### config.mk
export PLATFORM = sky130hd
export DESIGN_NAME = genetic_select_and_breed
export DESIGN_NICKNAME = d
export VERILOG_FILES = /design/src/gsb_pkg.sv /design/src/genetic_select_and_breed.sv
export SDC_FILE = /design/constraint.sdc
export NUM_CORES = 1
export LEC_CHECK = 0
export ABC_AREA = 1
export ABC_CLOCK_PERIOD_IN_PS = 14850
export BUFFER_PORTS_ARGS = -buffer_cell sky130_fd_sc_hd__buf_2
export CAP_MARGIN = 20
export CORE_ASPECT_RATIO = 1.4
export CORE_MARGIN = 2
export CORE_UTILIZATION = 30
export CTS_CLUSTER_DIAMETER = 100
export CTS_CLUSTER_SIZE = 28
export DETAILED_ROUTE_END_ITERATION = 6
export PLACE_DENSITY_LB_ADDON = 0.25
export SYNTH_ARGS = -nofsm -noshare
export SYNTH_HDL_FRONTEND = slang
export SYNTH_SLANG_ARGS = --single-unit
### constraint.sdc
create_clock -name clk -period 14.85 [get_ports clk]
set_input_delay 1.485 -clock clk [delete_from_list [all_inputs] [get_ports clk]]
set_output_delay 1.485 -clock clk [all_outputs]
set_load 0.01 [all_outputs]
### src/gsb_pkg.sv
// Shared types, field widths and helpers for the genetic select-and-breed core.
package gsb_pkg;

  // Field widths of the stream items
  localparam int CHROMO_W       = 64;
  localparam int LEN_W          = 7;
  localparam int FIT_W          = 7;
  localparam int RAND_W         = 15;
  localparam int IN_DATA_W      = 112;
  localparam int IN_USER_W      = 2;
  localparam int OUT_DATA_W     = 144;

  // Item commands carried in s_tuser
  localparam logic CMD_EVAL  = 1'b0;
  localparam logic CMD_BREED = 1'b1;

  // Default and limits for the chromosome length
  localparam int CHROMO_BITS_DEF = 64;
  localparam logic [LEN_W-1:0] LEN_RESET = 7'd64;
  localparam logic [LEN_W-1:0] LEN_MIN   = 7'd2;

  // Popcount slice per cycle and remainder bits retired per cycle
  localparam int CHUNK_W   = 16;
  localparam int DIV_STEPS = 4;

  typedef enum logic [3:0] {
    S_IDLE  = 4'b0001,
    S_COUNT = 4'b0010,
    S_DIV   = 4'b0100,
    S_DONE  = 4'b1000
  } state_t;

  // Which reduction the shared remainder unit is working on
  typedef enum logic [1:0] {
    OP_CUT,
    OP_POS_A,
    OP_POS_B
  } div_op_t;

  // Count the one bits of a popcount slice
  function automatic logic [4:0] ones16(input logic [CHUNK_W-1:0] v);
    logic [4:0] s;
    s = 5'd0;
    for (int i = 0; i < CHUNK_W; i++) begin
      s = s + {4'd0, v[i]};
    end
    return s;
  endfunction

endpackage

### src/genetic_select_and_breed.sv
// Top level of the one-max genetic select-and-breed core.
//
//  channel | direction | handshake             | payload
//  s       | in        | s_tvalid / s_tready   | s_tdata, s_tuser: evaluate or breed item
//  m       | out       | m_tvalid / m_tready   | m_tdata: child, scores, best parent
//  cfg     | in        | cfg_valid / cfg_ready | cfg_data: chromo_length
//
// Evaluate items sum the 16-bit popcount slices of the chromosome, one slice per
// cycle. Breed items use the shared remainder unit, which retires 4 quotient bits
// a cycle and runs three reductions (cut, first and second flip position).
// Reset is synchronous; it clears the parents, scores and sets chromo_length to 64.
// s_tready is high only while no item is in work; a stalled result holds in the
// output register and the next item may be accepted meanwhile.
module genetic_select_and_breed #(
  parameter int CHROMO_BITS = gsb_pkg::CHROMO_BITS_DEF
) (
  input  logic                           clk,
  input  logic                           rst,
  input  logic                           s_tvalid,
  output logic                           s_tready,
  // s_tdata from bit 0: chromosome[63:0], rand_cut[14:0], rand_tie, rand_mut_count,
  // rand_mut_pos_a[14:0], rand_mut_pos_b[14:0], one zero bit
  input  logic [gsb_pkg::IN_DATA_W-1:0]  s_tdata,
  // s_tuser from bit 0: cmd, first_of_generation
  input  logic [gsb_pkg::IN_USER_W-1:0]  s_tuser,
  output logic                           m_tvalid,
  input  logic                           m_tready,
  // m_tdata from bit 0: child[63:0], best_score[6:0], second_score[6:0],
  // best_chromosome[63:0], target_reached, one zero bit
  output logic [gsb_pkg::OUT_DATA_W-1:0] m_tdata,
  input  logic                           cfg_valid,
  output logic                           cfg_ready,
  input  logic [gsb_pkg::LEN_W-1:0]      cfg_data
);

  localparam int LEN_W      = gsb_pkg::LEN_W;
  localparam int FIT_W      = gsb_pkg::FIT_W;
  localparam int RAND_W     = gsb_pkg::RAND_W;
  localparam int CHROMO_W   = gsb_pkg::CHROMO_W;
  localparam int CHUNK_W    = gsb_pkg::CHUNK_W;
  localparam int CHUNKS     = (CHROMO_BITS + CHUNK_W - 1) / CHUNK_W;
  localparam int PAD_W      = CHUNKS * CHUNK_W;
  localparam int CNT_W      = (CHUNKS > 1) ? $clog2(CHUNKS) : 1;
  localparam int DIV_CYCLES = (RAND_W + gsb_pkg::DIV_STEPS - 1) / gsb_pkg::DIV_STEPS;
  localparam int DVD_W      = DIV_CYCLES * gsb_pkg::DIV_STEPS;
  localparam int STEP_W     = (DIV_CYCLES > 1) ? $clog2(DIV_CYCLES) : 1;

  // Input item fields
  logic              in_cmd;
  logic              in_first;
  logic [CHROMO_W-1:0] in_chromosome;
  logic [RAND_W-1:0] in_rand_cut;
  logic              in_rand_tie;
  logic              in_rand_mut_count;
  logic [RAND_W-1:0] in_rand_mut_pos_a;
  logic [RAND_W-1:0] in_rand_mut_pos_b;

  assign in_cmd            = s_tuser[0];
  assign in_first          = s_tuser[1];
  assign in_chromosome     = s_tdata[63:0];
  assign in_rand_cut       = s_tdata[78:64];
  assign in_rand_tie       = s_tdata[79];
  assign in_rand_mut_count = s_tdata[80];
  assign in_rand_mut_pos_a = s_tdata[95:81];
  assign in_rand_mut_pos_b = s_tdata[110:96];

  // Control and datapath registers
  gsb_pkg::state_t        state;
  gsb_pkg::div_op_t       op;
  logic [LEN_W-1:0]       chromo_length;
  logic                   cmd_r;
  logic                   first_r;
  logic                   tie_r;
  logic                   mut_r;
  logic [CHROMO_BITS-1:0] chrom_r;
  logic [RAND_W-1:0]      rand_a_r;
  logic [RAND_W-1:0]      rand_b_r;
  logic [PAD_W-1:0]       cnt_sh;
  logic [CNT_W-1:0]       chunk_cnt;
  logic [FIT_W-1:0]       score_acc;
  logic [STEP_W-1:0]      step_cnt;
  logic [DVD_W-1:0]       dvd;
  logic [LEN_W-1:0]       rem;
  logic [LEN_W-1:0]       cut_r;
  logic [LEN_W-1:0]       pos_a_r;
  logic [LEN_W-1:0]       pos_b_r;
  logic [FIT_W-1:0]       best_fit;
  logic [FIT_W-1:0]       second_fit;
  logic [CHROMO_BITS-1:0] best_parent;
  logic [CHROMO_BITS-1:0] second_parent;
  logic [gsb_pkg::OUT_DATA_W-1:0] out_data;

  logic accept;
  logic out_free;
  logic done_fire;

  assign s_tready  = (state == gsb_pkg::S_IDLE);
  assign cfg_ready = 1'b1;
  assign accept    = s_tvalid && s_tready;
  assign out_free  = !m_tvalid || m_tready;
  assign done_fire = (state == gsb_pkg::S_DONE) && out_free;
  assign m_tdata   = out_data;

  // Clamp the configured length to the supported range
  logic [LEN_W-1:0] len_eff;
  logic [LEN_W-1:0] quarter;

  always_comb begin
    if (chromo_length > LEN_W'(CHROMO_BITS)) begin
      len_eff = LEN_W'(CHROMO_BITS);
    end else if (chromo_length < gsb_pkg::LEN_MIN) begin
      len_eff = gsb_pkg::LEN_MIN;
    end else begin
      len_eff = chromo_length;
    end
  end

  assign quarter = len_eff >> 2;

  // Build the in-use bit mask
  logic [CHROMO_BITS-1:0] lmask;

  always_comb begin
    for (int i = 0; i < CHROMO_BITS; i++) begin
      lmask[i] = (LEN_W'(i) < len_eff);
    end
  end

  logic [CHROMO_BITS-1:0] in_chrom_masked;
  assign in_chrom_masked = in_chromosome[CHROMO_BITS-1:0] & lmask;

  // Shared remainder unit: retire several dividend bits per cycle
  logic [LEN_W-1:0] divisor;
  logic [LEN_W-1:0] rem_next;
  logic [DVD_W-1:0] dvd_next;

  always_comb begin
    logic [LEN_W:0]   r;
    logic [DVD_W-1:0] d;
    divisor = (op == gsb_pkg::OP_CUT) ? (len_eff >> 1) : len_eff;
    r = {1'b0, rem};
    d = dvd;
    for (int k = 0; k < gsb_pkg::DIV_STEPS; k++) begin
      r = {r[LEN_W-1:0], d[DVD_W-1]};
      d = d << 1;
      if (r >= {1'b0, divisor}) begin
        r = r - {1'b0, divisor};
      end
    end
    rem_next = r[LEN_W-1:0];
    dvd_next = d;
  end

  // Assemble the child from the parents and flip the chosen bits
  logic [CHROMO_BITS-1:0] below;
  logic [CHROMO_BITS-1:0] flips;
  logic [CHROMO_BITS-1:0] lo_src;
  logic [CHROMO_BITS-1:0] hi_src;
  logic [CHROMO_BITS-1:0] child_w;

  always_comb begin
    for (int i = 0; i < CHROMO_BITS; i++) begin
      below[i] = (LEN_W'(i) < cut_r);
      flips[i] = (LEN_W'(i) == pos_a_r) || (mut_r && (LEN_W'(i) == pos_b_r));
    end
    lo_src  = tie_r ? best_parent : second_parent;
    hi_src  = tie_r ? second_parent : best_parent;
    child_w = ((((lo_src & below) | (hi_src & ~below)) & lmask) ^ flips) & lmask;
  end

  // Select the parents after an evaluate item; also form the target flag and child
  logic [FIT_W-1:0]       best_fit_next;
  logic [FIT_W-1:0]       second_fit_next;
  logic [CHROMO_BITS-1:0] best_parent_next;
  logic [CHROMO_BITS-1:0] second_parent_next;
  logic                   target_next;
  logic [CHROMO_W-1:0]    child_out;

  always_comb begin
    best_fit_next      = best_fit;
    second_fit_next    = second_fit;
    best_parent_next   = best_parent;
    second_parent_next = second_parent;
    if (cmd_r == gsb_pkg::CMD_EVAL) begin
      if (first_r) begin
        best_fit_next      = score_acc;
        second_fit_next    = score_acc;
        best_parent_next   = chrom_r;
        second_parent_next = chrom_r;
      end else if (score_acc > best_fit) begin
        second_fit_next    = best_fit;
        second_parent_next = best_parent;
        best_fit_next      = score_acc;
        best_parent_next   = chrom_r;
      end else if (score_acc > second_fit) begin
        second_fit_next    = score_acc;
        second_parent_next = chrom_r;
      end
    end
    target_next = (second_fit_next == len_eff);
    child_out   = (cmd_r == gsb_pkg::CMD_BREED) ? CHROMO_W'(child_w) : '0;
  end

  // Sequencer and kept state
  always_ff @(posedge clk) begin
    if (rst) begin
      state         <= gsb_pkg::S_IDLE;
      op            <= gsb_pkg::OP_CUT;
      chromo_length <= gsb_pkg::LEN_RESET;
      m_tvalid      <= 1'b0;
      best_fit      <= '0;
      second_fit    <= '0;
      best_parent   <= '0;
      second_parent <= '0;
    end else begin
      if (cfg_valid && cfg_ready) begin
        chromo_length <= cfg_data;
      end

      case (state)
        gsb_pkg::S_IDLE: begin
          if (accept) begin
            state <= (in_cmd == gsb_pkg::CMD_BREED) ? gsb_pkg::S_DIV : gsb_pkg::S_COUNT;
            op    <= gsb_pkg::OP_CUT;
          end
        end
        gsb_pkg::S_COUNT: begin
          if (chunk_cnt == CNT_W'(CHUNKS - 1)) begin
            state <= gsb_pkg::S_DONE;
          end
        end
        gsb_pkg::S_DIV: begin
          if (step_cnt == STEP_W'(DIV_CYCLES - 1)) begin
            case (op)
              gsb_pkg::OP_CUT:   op <= gsb_pkg::OP_POS_A;
              gsb_pkg::OP_POS_A: op <= gsb_pkg::OP_POS_B;
              gsb_pkg::OP_POS_B: state <= gsb_pkg::S_DONE;
              default:           op <= gsb_pkg::OP_CUT;
            endcase
          end
        end
        gsb_pkg::S_DONE: begin
          if (out_free) begin
            state <= gsb_pkg::S_IDLE;
          end
        end
        default: state <= gsb_pkg::S_IDLE;
      endcase

      // Commit the parents and raise the result
      if (done_fire) begin
        m_tvalid      <= 1'b1;
        best_fit      <= best_fit_next;
        second_fit    <= second_fit_next;
        best_parent   <= best_parent_next;
        second_parent <= second_parent_next;
      end else if (m_tready) begin
        m_tvalid <= 1'b0;
      end
    end
  end

  // Datapath registers
  always_ff @(posedge clk) begin
    if (accept) begin
      cmd_r     <= in_cmd;
      first_r   <= in_first;
      tie_r     <= in_rand_tie;
      mut_r     <= in_rand_mut_count;
      chrom_r   <= in_chrom_masked;
      rand_a_r  <= in_rand_mut_pos_a;
      rand_b_r  <= in_rand_mut_pos_b;
      cnt_sh    <= PAD_W'(in_chrom_masked);
      chunk_cnt <= '0;
      score_acc <= '0;
      step_cnt  <= '0;
      rem       <= '0;
      dvd       <= DVD_W'(in_rand_cut);
    end

    // Sum one popcount slice
    if (state == gsb_pkg::S_COUNT) begin
      score_acc <= score_acc + FIT_W'(gsb_pkg::ones16(cnt_sh[CHUNK_W-1:0]));
      cnt_sh    <= cnt_sh >> CHUNK_W;
      chunk_cnt <= chunk_cnt + 1'b1;
    end

    // Advance the remainder unit; load the next dividend at the end of the cut and first position ops
    if (state == gsb_pkg::S_DIV) begin
      if (step_cnt == STEP_W'(DIV_CYCLES - 1)) begin
        step_cnt <= '0;
        rem      <= '0;
        case (op)
          gsb_pkg::OP_CUT: begin
            cut_r <= rem_next + quarter;
            dvd   <= DVD_W'(rand_a_r);
          end
          gsb_pkg::OP_POS_A: begin
            pos_a_r <= rem_next;
            dvd     <= DVD_W'(rand_b_r);
          end
          gsb_pkg::OP_POS_B: begin
            pos_b_r <= rem_next;
          end
          default: begin
            dvd <= dvd_next;
          end
        endcase
      end else begin
        step_cnt <= step_cnt + 1'b1;
        rem      <= rem_next;
        dvd      <= dvd_next;
      end
    end

    // Capture the result item
    if (done_fire) begin
      out_data <= {1'b0, target_next, CHROMO_W'(best_parent_next), second_fit_next,
                   best_fit_next, child_out};
    end
  end

  // Checks on the sequencer and datapath
  a_fit_order: assert property (@(posedge clk) disable iff (rst)
    m_tvalid |-> (m_tdata[70:64] >= m_tdata[77:71]))
    else $error("best score below second score");

  a_busy: assert property (@(posedge clk) disable iff (rst)
    (s_tvalid && s_tready) |=> !s_tready)
    else $error("item accepted while another is in work");

  a_rem_bound: assert property (@(posedge clk) disable iff (rst)
    (state == gsb_pkg::S_DIV) |-> (rem < divisor))
    else $error("partial remainder not below divisor");

  a_done: assert property (@(posedge clk) disable iff (rst)
    done_fire |=> (m_tvalid && (state == gsb_pkg::S_IDLE)))
    else $error("finished item not presented");

endmodule
Yosys cells after proc, flatten, opt, wreduce, memory -nomap -nowiden. Index checks and enable logic that the tools add are counted.

Add/sub/neg operators: 23. Reduce and logical (&&, ||, !) cells: 146. Bitwise logic cells: 9. Magnitude comparators: 136. Muxes and demuxes: 48. Equal/unequal tests: 141.

Operators with widths (number): 64-bit 2-to-1 mux (8); 6-bit by 7-bit equality test with 1-bit output, first input constant (64); 6-bit by 7-bit less-than comparator with 1-bit output, first input constant (64); 64-bit AND (5); 5-bit by 7-bit equality test with 1-bit output, first input constant (32); 5-bit by 7-bit less-than comparator with 1-bit output, first input constant (32); 7-bit 2-to-1 mux (18); 4-bit by 7-bit equality test with 1-bit output, first input constant (16); 4-bit by 7-bit less-than comparator with 1-bit output, first input constant (16); 48-bit 2-to-1 mux (2); 1-bit logical AND (66); 1-bit logical OR (65); 64-bit inverter (1); 64-bit bitwise OR (1); 64-bit bitwise XOR (1); 3-bit by 7-bit equality test with 1-bit output, first input constant (8); 3-bit by 7-bit less-than comparator with 1-bit output, first input constant (8); 5-bit by 1-bit adder with 5-bit output (11); 16-bit 2-to-1 mux (3); 16-bit case mux with 3 select lines (1); 8-bit by 7-bit >= comparator with 1-bit output (4); 2-bit by 7-bit equality test with 1-bit output, first input constant (4); 1-bit by 7-bit less-than comparator with 1-bit output, first input constant (4); 2-bit by 7-bit less-than comparator with 1-bit output, first input constant (4); other kinds (36) (65).

Input bits: 126. Output and inout port bits: 147. Bits in registers: 516. Word-level logic and storage cells: 530.

Longest topological paths before layout.
Depth in word-level cells: 17. Depth in mapped cells: 65. Depth with buffers taken out: 63.

Worst setup path after synthesis. Ideal clock, no wire load.

Path type: register to register. Start: reg chromo_length[6]. End: reg cut_r[6] (data pin). Period minus slack after synthesis: 8565 ps. Cell stages (with the launch flop): 55. Library setup time: 253 ps. Arrival: 8312 ps. Setup slack: 6285 ps. Buffers on the path: 2. Data required time: 14597 ps. Cell sequence: dfxtp_1 -> buf_6 -> nor2_2 -> inv_1 -> nor2_2 -> nand2_1 -> nand2_1 -> nand2_1 -> o21ai_0 -> inv_1 -> ha_1 -> inv_1 -> nor3_1 -> nand3_2 -> nand3_4 -> buf_2 -> nor2_1 -> a21oi_1 -> [19 not listed] -> a221o_1 -> a31oi_1 -> o21ai_0 -> nand2_1 -> o311ai_0 -> inv_1 -> nand3_4 -> nand2_1 -> o21ai_1 -> inv_1 -> ha_1 -> inv_1 -> fa_1 -> o21ai_0 -> a21o_1 -> nand3_1 -> nand2_1 -> nand2_1.

Word-level cells in the longest chain between the ends: 13. Elaborated cells on any way between the ends: 18. Classes of those cells: add/sub (5); order compare (6); mux (7).

Ends and longest elaborated chain: from (decl) (RTL line genetic_select_and_breed.sv:70) `logic [LEN_W-1:0] chromo_length;`; from (signal assigned) (RTL line genetic_select_and_breed.sv:209) `chromo_length <= gsb_pkg::LEN_RESET;`; from (signal assigned) (RTL line genetic_select_and_breed.sv:217) `chromo_length <= cfg_data;`; 7-bit by 2-bit less-than comparator with 1-bit output (RTL line genetic_select_and_breed.sv:111) `end else if (chromo_length < gsb_pkg::LEN_MIN) begin`; 7-bit 2-to-1 mux (RTL line genetic_select_and_breed.sv:111); 7-bit 2-to-1 mux * (RTL line genetic_select_and_breed.sv:109) `if (chromo_length > LEN_W'(CHROMO_BITS)) begin`; 7-bit 2-to-1 mux * (RTL line genetic_select_and_breed.sv:140) `divisor = (op == gsb_pkg::OP_CUT) ? (len_eff >> 1) : len_eff;`; 7-bit subtractor / 8-bit by 7-bit >= comparator with 1-bit output (equally long branches) (RTL line genetic_select_and_breed.sv:147, genetic_select_and_breed.sv:146); 7-bit 2-to-1 mux (RTL line genetic_select_and_breed.sv:146) `if (r >= {1'b0, divisor}) begin`; 7-bit subtractor / 8-bit by 7-bit >= comparator with 1-bit output (equally long branches) (RTL line genetic_select_and_breed.sv:147, genetic_select_and_breed.sv:146); 7-bit 2-to-1 mux (RTL line genetic_select_and_breed.sv:146); 7-bit subtractor / 8-bit by 7-bit >= comparator with 1-bit output (equally long branches) (RTL line genetic_select_and_breed.sv:147, genetic_select_and_breed.sv:146); 7-bit 2-to-1 mux (RTL line genetic_select_and_breed.sv:146); 8-bit by 7-bit >= comparator with 1-bit output (RTL line genetic_select_and_breed.sv:146); 7-bit 2-to-1 mux * (RTL line genetic_select_and_breed.sv:146); net rem_next[0] (RTL line genetic_select_and_breed.sv:134) `logic [LEN_W-1:0] rem_next;`; 7-bit by 5-bit adder with 7-bit output * (RTL line genetic_select_and_breed.sv:295) `cut_r <= rem_next + quarter;`; to (signal assigned) (RTL line genetic_select_and_breed.sv:295); to (decl) (RTL line genetic_select_and_breed.sv:84) `logic [LEN_W-1:0] cut_r;`.

Mark *: on every way through the listed nets, which the timed path passes. The rest lies on a longest branch. A chain may end at the register's enable or synchronous reset.

Worst setup path in the final report. Same ends and word-level chain as after synthesis.

==> flow_metrics.env <==
export IMPL_status="finished, final reports clean"
export IMPL_arrival_ns=11.29
export IMPL_synth_edf_count=328
export IMPL_rsz0062_at_grt="no"
export IMPL_drive_above_1_share=0.1345
export IMPL_clkPwrFrac=0.125
export IMPL_setup_viol=0
export IMPL_drv_slew=0
export IMPL_synth_top_area_cell="edfxtp_1"
export IMPL_grt_pass1_wl_mm=143.4
export IMPL_gp_congestion=1.003
export IMPL_cap_violations=0
export IMPL_die_x_um=255.7
export IMPL_synth_top_area_frac=0.3701
export IMPL_sequentialPowerShare=0.307
export IMPL_ys_seq_area_frac=0.5115
export IMPL_synthDistinctLibCells=58
export IMPL_grt_busiest_layer="met2"
export IMPL_regToRegStartpoint="chromo_length[6]"
export IMPL_grt_usage=0.2132
export IMPL_worst_ep_required_time_ns=15.22
export IMPL_yosysWarnings=0
export IMPL_post_cts_buffers=0
export IMPL_hp_start="cnt_sh[63]"
export IMPL_clock_sinks=516
export IMPL_worst_setup_path_end_kind="flop"
export IMPL_synth_area_top_cells="edfxtp_1, dfxtp_1, nand2_1"
export IMPL_drtPass1Iterations=7
export IMPL_postRouteAntennaNets=0
export IMPL_die_height_um=356.4
export IMPL_crit_fanout=14
export IMPL_synth_commonest_cells="nand2_1, inv_1, edfxtp_1"
export IMPL_critPathKind="flop to flop"
export IMPL_nets=3502
export IMPL_synth_most_common_cell="nand2_1"
export IMPL_clk_latency_ns=0.63
export IMPL_path_buf_inv=8
export IMPL_whs_path_depth=2
export IMPL_grtUsageMet1=0.2626
export IMPL_final_area_um2=30170
export IMPL_r2r_cells=52
export IMPL_dp_slack_ns=3.880
export IMPL_cts_resized=0
export IMPL_holdWs_ns=0.4839
export IMPL_synthArstFlopShare=0
export IMPL_placed_cell_area_um2=29240
export IMPL_min_to="cnt_sh[63]"
export IMPL_crit_family="simple AND/OR/NAND/NOR gates"
export IMPL_reg2reg_to="cut_r[6]"
export IMPL_max_stage_delay_ns=0.54
export IMPL_grt_util_met2=0.3677
export IMPL_cts_buffer_depth=3
export IMPL_fin_ws_ns=3.930
export IMPL_cts_root_buf="clkbuf_16"
export IMPL_synth_cells=3103
export IMPL_routedWlPerCell_um=22.14
export IMPL_fp_dieArea_um2=91150
export IMPL_synth_area_um2=26610
export IMPL_cpMostUsedCell="nand2_1"
export IMPL_start_util=0.3020
export IMPL_netSwitchingFraction=0.4792
export IMPL_use_met3=0.01762
export IMPL_nFillCells=9360
export IMPL_cts_tree="built"
export IMPL_fin_setup_tns_ns=0
export IMPL_area_growth_syn_to_layout_pct=13.34
export IMPL_finalHoldViolCount=0
export IMPL_skew_ns=0.03860
export IMPL_drc_errors=0
export IMPL_design_core_area_um2=88130
export IMPL_cts_made_buffers=26
export IMPL_fp_row_count=129
export IMPL_p_leak_nw=12.61
export IMPL_syn_nets=3301
export IMPL_grt_max_degree=153
export IMPL_pwr_share_comb=0.568
export IMPL_h_tree_depth=1
export IMPL_io_buffer_count=269
export IMPL_via_per_inst=4.941
export IMPL_synth_avg_cell_area_um2=8.577
export IMPL_ir_drop_v=0.0003610
export IMPL_fmax_ghz=0.09157
export IMPL_switching_power_mw=3.503
export IMPL_final_util=0.3423
export IMPL_cp_slowest_cell="nor2_2"
export IMPL_hold_buffers=0
export IMPL_hpwl_mm=73.68
export IMPL_period_share=0.7354
export IMPL_ys_flop_type="edfxtp_1"
export IMPL_ios=273
export IMPL_antenna_found_initial=3
export IMPL_grt_pass1_vias=21174
export IMPL_start_kind="flop"
export IMPL_drt_iter0_markers=1857
export IMPL_path_clk_slew_ns=0.11
export IMPL_internal_power_mw=3.807
export IMPL_min_period_ns=10.92
export IMPL_worstMarginPinSlew_ns=1.095
export IMPL_grt_overflow_total=0
export IMPL_p_per_area_nw_per_um2=242.3
export IMPL_num_vias=22261
export IMPL_finalWirelength_mm=99.76
export IMPL_synth_seq_cells=516
export IMPL_min_path_type="flop to flop"
export IMPL_slew_headroom=0.2700
export IMPL_rrSetupSlack_ns=3.93
## power groups by stage
stage          registers, mW  logic (mW)  clock network (mW)
3_5_place_dp            2.28        4.15                   0
6_report                2.25        4.15               0.911
4_1_cts                 2.25        4.17               0.936
5_1_grt                 2.28        4.70               0.978
2_1_floorplan           2.27        3.02                   0
3_3_place_gp            2.28        4.11                   0
## layout by cell type (no fill, tap or decap), types with 6 or more instances in the layout
| cell | count |
|---|---|
| a21oi_1 | 271 |
| nor2_4 | 7 |
| clkbuf_16 | 28 |
| clkbuf_1 | 8 |
| nand2_1 | 522 |
| mux2_2 | 13 |
| nand4_1 | 9 |
| xnor2_1 | 29 |
| nand3_2 | 8 |
| fa_1 | 17 |
| xor2_1 | 69 |
| a221oi_1 | 14 |
| inv_1 | 425 |
| o21ai_0 | 314 |
| edfxtp_1 | 328 |
| nor2_2 | 6 |
| inv_2 | 13 |
| nand2_4 | 9 |
| nand3_1 | 59 |
| or2_2 | 17 |
| o21ai_1 | 6 |
| o22ai_1 | 47 |
| and2_1 | 8 |
| o211ai_1 | 13 |
| nor2_1 | 307 |
| clkinv_1 | 7 |
| nand2_2 | 17 |
| a22oi_1 | 8 |
| buf_4 | 36 |
| ha_1 | 55 |
| a31oi_1 | 71 |
| buf_2 | 268 |
| dfxtp_1 | 188 |
| nor3b_1 | 14 |
| a211oi_1 | 9 |
| nor3_1 | 35 |
| a32oi_1 | 9 |
## worst max-delay path by stage
stage,from,end,slack (ns),cells after the start
6_report,chromo_length[6],cut_r[6],3.93,52
5_1_grt,chromo_length[6],cut_r[6],2.83,55
4_1_cts,chromo_length[6],cut_r[6],3.83,52
3_5_place_dp,chromo_length[6],cut_r[6],3.88,52
3_3_place_gp,chromo_length[6],cut_r[6],4.06,52
2_1_floorplan,chromo_length[6],cut_r[6],6.29,54
## cell families after synthesis
kind of cell / Yosys count / synth area share
other cells: 2 / 0.0002822
buf+inv: 582 / 0.08288
flops: 516 / 0.5115
simple gates: 1033 / 0.1657
mux: 15 / 0.006253
xor+xnor: 98 / 0.03225
compound gates: 785 / 0.1625
fa+ha+maj: 72 / 0.03864
## flip-flops by register name (all words and copies together) (netlist names), 2 cells and up
register,count
rand_a_r,15
step_cnt,2
score_acc,7
m_tdata,143
pos_a_r,7
best_fit,7
best_parent,64
op,2
state,4
chrom_r,64
rand_b_r,15
chunk_cnt,2
second_fit,7
dvd,16
second_parent,64
cnt_sh,64
chromo_length,7
pos_b_r,7
rem,7
cut_r,7
## through the flow
step / instances / power, mW
5_1_grt: 4503 / 7.954
4_1_cts: 4501 / 7.348
3_5_place_dp: 4453 / 6.424
3_3_place_gp: 4453 / 6.383
6_report: 4505 / 7.310
2_1_floorplan: 3103 / 5.283
## cell type report
type,instances,area [um^2],share of cell area
clock inverter,11,158.9,0.005268
sequential,516,13610,0.4513
tap,1179,1475,0.04890
clock buffer,37,744.5,0.02468
antenna,2,5.005,0.0001659
multi-input combinational,2005,10830,0.3592
timing repair buffer,306,1639,0.05434
inverter,449,1695,0.05620
## per-layer routing
metal / routed length [um] / vias to the layer above
li1: - / 10792
met1: 41250 / 10555
met2: 47670 / 723
met3: 4363 / 189
met4: 6464 / 2
met5: 11 / -
## tightest hold or removal path: cells and delay by family (launching register included)
family | cells | cell delay (ns)
AOI/OAI and AO/OA | 1 | 0.07
DFF | 1 | 0.31
buffers and inverters | 1 | 0.06
(Power assumes the default switching activity.)
